## src/bsag_pkg.sv

```systemverilog
// Shared types and constants for the broadcast strided address generator.
`default_nettype none
package bsag_pkg;

  localparam int OFF_BITS  = 40;
  localparam int CFG_BITS  = 64;
  localparam int BASE_BITS = 32;
  localparam int RANK_BITS = 3;

  typedef enum logic [2:0] {
    REG_RANK         = 3'd0,
    REG_OUT_SHAPE    = 3'd1,
    REG_FIRST_SHAPE  = 3'd2,
    REG_FIRST_STRIDE = 3'd3,
    REG_SECOND_SHAPE = 3'd4,
    REG_SECOND_STRIDE= 3'd5,
    REG_FIRST_BASE   = 3'd6,
    REG_SECOND_BASE  = 3'd7
  } reg_index_t;

  // running offsets and error flag that travel with each word
  typedef struct packed {
    logic                bad;
    logic [OFF_BITS-1:0] off_a;
    logic [OFF_BITS-1:0] off_b;
  } acc_t;

endpackage
`default_nettype wire

```

## src/bsag_dim.sv

```systemverilog
// One output dimension: pipelined divide by the size, then stride multiply and accumulate.
`default_nettype none
module bsag_dim import bsag_pkg::*; #(
  parameter int INDEX_BITS = 32,
  parameter int DIM_BITS   = 16,
  parameter int STEP       = 4
) (
  input  wire logic                  clk,
  input  wire logic                  rst,
  input  wire logic                  in_valid,
  input  wire logic [INDEX_BITS-1:0] in_curr,
  input  wire acc_t                  in_acc,
  input  wire logic                  active,
  input  wire logic [DIM_BITS-1:0]   size,
  input  wire logic [DIM_BITS-1:0]   stride_a,
  input  wire logic [DIM_BITS-1:0]   stride_b,
  output logic                       out_valid,
  output logic [INDEX_BITS-1:0]      out_curr,
  output acc_t                       out_acc
);

  localparam int NS = (INDEX_BITS + STEP - 1) / STEP;

  logic                  vld  [0:NS];
  logic [INDEX_BITS-1:0] orig [0:NS];
  logic [INDEX_BITS-1:0] dq   [0:NS];
  logic [DIM_BITS-1:0]   rem  [0:NS];
  acc_t                  acc  [0:NS];

  assign vld[0]  = in_valid;
  assign orig[0] = in_curr;
  assign dq[0]   = in_curr;
  assign rem[0]  = '0;
  assign acc[0]  = in_acc;

  genvar s;
  generate
    for (s = 0; s < NS; s++) begin : g_div
      logic [INDEX_BITS-1:0] dq_n;
      logic [DIM_BITS-1:0]   rem_n;

      // restoring division, STEP quotient bits per stage
      always_comb begin
        logic [DIM_BITS:0] t;
        dq_n  = dq[s];
        rem_n = rem[s];
        t     = '0;
        for (int j = 0; j < STEP; j++) begin
          if (s * STEP + j < INDEX_BITS) begin
            t = {rem_n, dq_n[INDEX_BITS-1]};
            if (t >= {1'b0, size}) begin
              t = t - {1'b0, size};
              dq_n = {dq_n[INDEX_BITS-2:0], 1'b1};
            end else begin
              dq_n = {dq_n[INDEX_BITS-2:0], 1'b0};
            end
            rem_n = t[DIM_BITS-1:0];
          end
        end
      end

      always_ff @(posedge clk) begin
        if (rst) begin
          vld[s+1] <= 1'b0;
        end else begin
          vld[s+1] <= vld[s];
        end
        orig[s+1] <= orig[s];
        dq[s+1]   <= dq_n;
        rem[s+1]  <= rem_n;
        acc[s+1]  <= acc[s];
      end
    end
  endgenerate

  logic                    mul_valid;
  logic [INDEX_BITS-1:0]   mul_curr;
  logic [2*DIM_BITS-1:0]   prod_a;
  logic [2*DIM_BITS-1:0]   prod_b;
  acc_t                    mul_acc;

  always_ff @(posedge clk) begin
    if (rst) begin
      mul_valid <= 1'b0;
    end else begin
      mul_valid <= vld[NS];
    end
    mul_curr      <= active ? dq[NS] : orig[NS];
    prod_a        <= active ? rem[NS] * stride_a : '0;
    prod_b        <= active ? rem[NS] * stride_b : '0;
    mul_acc.off_a <= acc[NS].off_a;
    mul_acc.off_b <= acc[NS].off_b;
    // a zero size stops the walk: flag it, offsets are dropped later
    mul_acc.bad   <= acc[NS].bad | (active && size == '0);
  end

  always_ff @(posedge clk) begin
    if (rst) begin
      out_valid <= 1'b0;
    end else begin
      out_valid <= mul_valid;
    end
    out_curr      <= mul_curr;
    out_acc.bad   <= mul_acc.bad;
    out_acc.off_a <= mul_acc.off_a + OFF_BITS'(prod_a);
    out_acc.off_b <= mul_acc.off_b + OFF_BITS'(prod_b);
  end

endmodule
`default_nettype wire

```

## config.mk

```make
export PLATFORM = sky130hd
export DESIGN_NAME = bsag_dim
export DESIGN_NICKNAME = d
export VERILOG_FILES = /design/src/bsag_pkg.sv /design/src/bsag_dim.sv
export SDC_FILE = /design/constraint.sdc
export NUM_CORES = 2
export LEC_CHECK = 0
export BUFFER_PORTS_ARGS = -buffer_cell sky130_fd_sc_hd__buf_4
export CAP_MARGIN = 20
export CORE_ASPECT_RATIO = 1.4
export CORE_MARGIN = 4
export CORE_UTILIZATION = 50
export DETAILED_ROUTE_END_ITERATION = 10
export GPL_TIMING_DRIVEN = 0
export PLACE_DENSITY = 0.74
export RECOVER_POWER = 100
export SLEW_MARGIN = 20
export SYNTH_ARGS = -nofsm -noshare
export SYNTH_HDL_FRONTEND = slang
export SYNTH_SLANG_ARGS = --single-unit
```

## constraint.sdc

```tcl
create_clock -name clk -period 17.7 [get_ports clk]
set_input_delay 1.77 -clock clk [delete_from_list [all_inputs] [get_ports clk]]
set_output_delay 1.77 -clock clk [all_outputs]
set_load 0.1 [all_outputs]
```

Word-level counts from Yosys, hierarchy flattened
Cells that the tools add are included.
Word-level totals
  register bits: 1588
  output and inout bits: 114
  word-level logic and storage cells: 204
Cells by class
  $add $sub $neg: 34
  $mul: 2
  order comparisons: 32
  muxes and demuxes: 65
  bitwise logic cells: 1
  reductions and logical operators: 2
Operators by type and width (count)
  $ge A17 B16 Y1: 31
  $mux W16: 32
  $sub A16 B16 Y16: 31
  $add A40 B32 Y40: 2
  $mul A16 B16 Y32: 2
  $mux W1: 32
  $mux W32: 1
  $ge A1 B16 Y1: 1
  $logic_not A16 Y1: 1
  $sub A1 B16 Y16: 1
  $logic_and A1 B1 Y1: 1
  $or A1 B1 Y1: 1

Longest topological paths before layout
  depth after elaboration: 8
  depth in mapped cells: 53
  depth with buffers taken out: 48

Least setup slack after synthesis
No wires, ideal clock.
  kind: input to register
  from: in size[1]
  to: reg rem[39] in the netlist's numbering
  data arrival time: 13941 ps
  required time: 17579 ps
  setup slack: 3638 ps
  stages: 50
  buffers on the path: 7
  path through: buf_2 inv_1 ha_1 nor2b_1 o31ai_1 a31oi_1 a21o_1 o21ai_1 clkbuf_1 nor2_1 a21oi_1 inv_1 ha_1 nor2b_1 o31ai_1 a21o_1 a21oi_1 a311o_1 [... 14 more ...] a2111o_1 buf_2 buf_1 mux2i_1 ha_1 nor2b_1 o21ai_0 a21boi_0 o41a_1 a41o_1 o41ai_2 a31oi_1 o21a_1 a2111o_1 mux2i_1 inv_2 buf_2 mux2_2
On the way
  cells in the longest elaborated chain, start to end: 8
  elaborated cells on any way between the ends: 12
RTL lines
  start, declared: RTL line bsag_dim.sv:14  | input wire logic [DIM_BITS-1:0] size,
  $sub A16 B16 Y16 / $ge A17 B16 Y1 (equally long branches): RTL line bsag_dim.sv:52, bsag_dim.sv:51
  $mux W16: RTL line bsag_dim.sv:51  | if (t >= {1'b0, size}) begin
  $sub A16 B16 Y16 / $ge A17 B16 Y1 (equally long branches): RTL line bsag_dim.sv:52, bsag_dim.sv:51
  $mux W16: RTL line bsag_dim.sv:51
  $sub A16 B16 Y16 / $ge A17 B16 Y1 (equally long branches): RTL line bsag_dim.sv:52, bsag_dim.sv:51
  $mux W16: RTL line bsag_dim.sv:51
  $sub A16 B16 Y16 / $ge A17 B16 Y1 (equally long branches): RTL line bsag_dim.sv:52, bsag_dim.sv:51
  $mux W16 (*): RTL line bsag_dim.sv:51
  end signal, assigned by index: RTL line bsag_dim.sv:70  | rem[s+1] <= rem_n;
  end, declared: RTL line bsag_dim.sv:27  | logic [DIM_BITS-1:0] rem [0:NS];
Mark *: on every way between the ends. The rest lies on a longest branch, timed or not.
A chain may end at the register's enable or synchronous reset.

Final worst setup path
  from: in size[1]
  to: reg rem[44] in the netlist's numbering
Same word-level chain as after synthesis.

==> impl_metrics.py <==
metrics = {
    "worst_setup_path": {
        "cp_max_fo": 25,
        "r2r-start": "rem[21]",
        "crit_path_end_kind": "flop",
        "slowest_delay_ns": 0.76,
        "cp.required_ns": 18.34,
        "regToRegSetupSlack_ns": 3.07,
        "arrival_ns": 17.03,
        "cp_top_family": "compound AO/OA/AOI/OAI gates",
        "crit_path_start_kind": "input pin",
        "path_common_cell": "o21ai_0",
        "crit_path_top_delay_cell": "o21ai_0",
        "r2r_cells": 48,
        "regToRegEndpoint": "rem[10]",
        "crit_buf_inv": 12,
        "worstSetupPathType": "input pin to flop",
    },
    "clock_tree": {
        "cts_tree": "yes",
        "cts_setup_buffers": 0,
        "cts.htree.levels": 4,
        "clock_latency_ns": 0.82,
        "numCtsBuffers": 138,
        "root_buffer": "clkbuf_16",
        "clockBufferDepth": 3,
        "path_clk_slew_ns": 0.06,
        "clock-sinks": 1476,
        "cts_resized": 0,
        "postCtsHoldBufs": 0,
    },
    "finish": {
        "drive_gt1_share_pct": 9.06,
        "final_common_cell": "dfxtp_1",
        "seq_area_sq_um": 29500,
        "nFillCells": 13300,
        "synthToLayoutAreaGrowth_pct": 12.1,
        "multi_input_area_sq_um": 45100,
        "nNetsFinal": 9536,
        "mostFrequentLayoutCells": "dfxtp_1 (1476), ha_1 (770), inv_1 (682), nand2_1 (621), a21oi_1 (461)",
    },
    "detailed_routing": {
        "dr.pass1.iters": 6,
        "routed-via-count": 57500,
        "post-route-drc-count": 0,
        "drt_iter0_markers": 3361,
        "drtAntennaViolNets": 0,
        "wire_per_inst_um": 19.5,
        "wirelength_um": 203000,
        "viasPerCell": 5.54,
    },
    "synth": {
        "yosysUniqueCellTypes": 92,
        "syn-num-nets": 9110,
        "ys_seq_area_share_pct": 37.9,
        "ys_warn_count": 0,
        "synth_area_per_cell_sq_um": 10.1,
        "synth_edf_count": 0,
        "synth_simple_gate_area_share_pct": 11.7,
        "synth_top_family_by_area": "adder cells",
        "synth_compound_area_share_pct": 12.7,
        "synthXorXnorAreaFrac_pct": 5.24,
        "synth_ff_type": "dfxtp_1",
        "muxShareOfSynthArea_pct": 5.10,
        "syn-cell-area_sq_um": 78000,
        "ys_ff_latch": 1476,
        "async_flop_share_pct": 0,
        "synth_fa_ha_area_share_pct": 23.2,
        "syn_inst": 7754,
    },
    "sta": {
        "period_minus_slack_ns": 16.39,
        "period_share_pct": 92.6,
        "fin_skew_ns": 0.0682,
        "rsz0062_at_grt": "no",
        "finalMaxSlewViolations": 0,
        "hold_violations": 0,
        "max_freq_mhz": 61.0,
        "fin_setup_tns_ns": 0,
        "relSlewSlack_pct": 2.59,
        "final-setup-viol-count": 0,
        "tightest_slew_ns": 1.47,
    },
    "placed_design": {
        "globalplace.congestion": 0.968,
        "dp_hpwl_um": 155000,
        "io_buffers": 276,
    },
    "global_route": {
        "grt_max_degree": 34,
        "grt_pass1_wl_um": 316000,
        "grt_overflow": 0,
        "grt_pass1_vias": 59000,
        "antenna_found_initial": 13,
        "grt_usage_pct": 24.7,
    },
    "worst_hold_path": {
        "hold_path.class": "flop to flop",
        "whs_path_depth": 0,
        "min_from": "orig[36]",
        "hold_end": "orig[4]",
    },
    "floorplanning": {
        "top_level_ports": 279,
        "fp.dieH_um": 475,
        "core_sq_um": 155000,
        "die_w_um": 342,
        "die-area_sq_um": 162000,
        "num_rows": 171,
        "start_util_pct": 50.3,
    },
    "run": {
        "cap_viol_max_count": 0,
    },
    "status": {
        "status": "finished clean",
    },
}
[flip-flops by register name (all words and copies together), names as in the netlist, 8 cells and up]
signal	cells
dq	249
mul_curr	32
out_acc	81
orig	151
out_curr	32
prod_b	32
vld	8
mul_acc	81
prod_a	32
rem	128
acc	648
[synth_stat cells (134+ instances only)]
| master | number | share of area, % |
|---|---|---|
| fa_1 | 421 | 11 |
| dfxtp_1 | 1476 | 38 |
| xnor2_1 | 301 | 3.4 |
| and2_1 | 231 | 1.9 |
| a21o_1 | 207 | 2.0 |
| clkbuf_1 | 134 | 0.64 |
| nor2_1 | 381 | 1.8 |
| mux2_2 | 293 | 4.2 |
| o21ai_0 | 296 | 1.9 |
| inv_1 | 694 | 3.3 |
| nand2_1 | 621 | 3.0 |
| a21oi_1 | 461 | 3.0 |
| ha_1 | 770 | 12 |
| xor2_1 | 166 | 1.9 |
[cells by family after synthesis]
kind of cell,count (synthesis)
simple gates,1880
compound gates,1524
flops,1476
fa+ha+maj,1191
buf+inv,861
xor+xnor,467
mux,355
[worst register-to-register path, delay by kind of cell (launching register included)]
kind | cells | cell delay [ns]
mux | 4 | 2.03
simple gates | 9 | 2.45
buf+inv | 8 | 2.27
flops | 1 | 0.32
fa+ha+maj | 4 | 1.21
compound gates | 23 | 6.21
[final cells by class]
class | count | area share (%)
multi-input cells | 5417 | 51.6
flip-flops and latches | 1476 | 33.8
clock buffers | 175 | 4.35
inverters | 702 | 3.04
well taps | 2076 | 2.97
repair buffers | 286 | 2.11
clock inverters | 76 | 1.43
plain buffers | 159 | 0.714
diodes | 11 | 0.0315
[worst max-delay path by stage]
stage	startpoint	endpoint	cells after the start	slack [ns]
floorplan	size[1]	rem[39]	50	3.64
global placement	size[1]	rem[39]	51	-0.86
detailed placement	size[1]	rem[39]	51	0.95
CTS	size[1]	rem[39]	51	1.75
global route	size[1]	rem[109]	54	0.32
finish	size[1]	rem[44]	51	1.31
[routing by layer]
metal | vias to the layer above | routed length, um | GRT usage (%)
met5 | - | 0 | 0
met4 | 0 | 13500 | 15.1
met3 | 650 | 13500 | 4.37
met2 | 1938 | 97600 | 42.8
met1 | 27500 | 78100 | 28.4
li1 | 27400 | - | -
[stage by stage]
stage / setup slack (ns) / cell area (sq um) / cells / util [%] / hold WS (ns)
2_1_floorplan: 3.64 / 78000 / 7754 / - / 0.310
6_report: 1.31 / 87400 / 10400 / 56.4 / 0.291
3_5_place_dp: 0.950 / 82900 / 10100 / 53.5 / 0.312
3_3_place_gp: -0.859 / 82700 / 10100 / 53.3 / 0.310
4_1_cts: 1.75 / 88000 / 10400 / 56.7 / 0.295
5_1_grt: 0.319 / 87400 / 10400 / 56.4 / 0.306
Power is not shown: default switching activity piles up to over one toggle a cycle in this logic, so the estimate is an artifact.
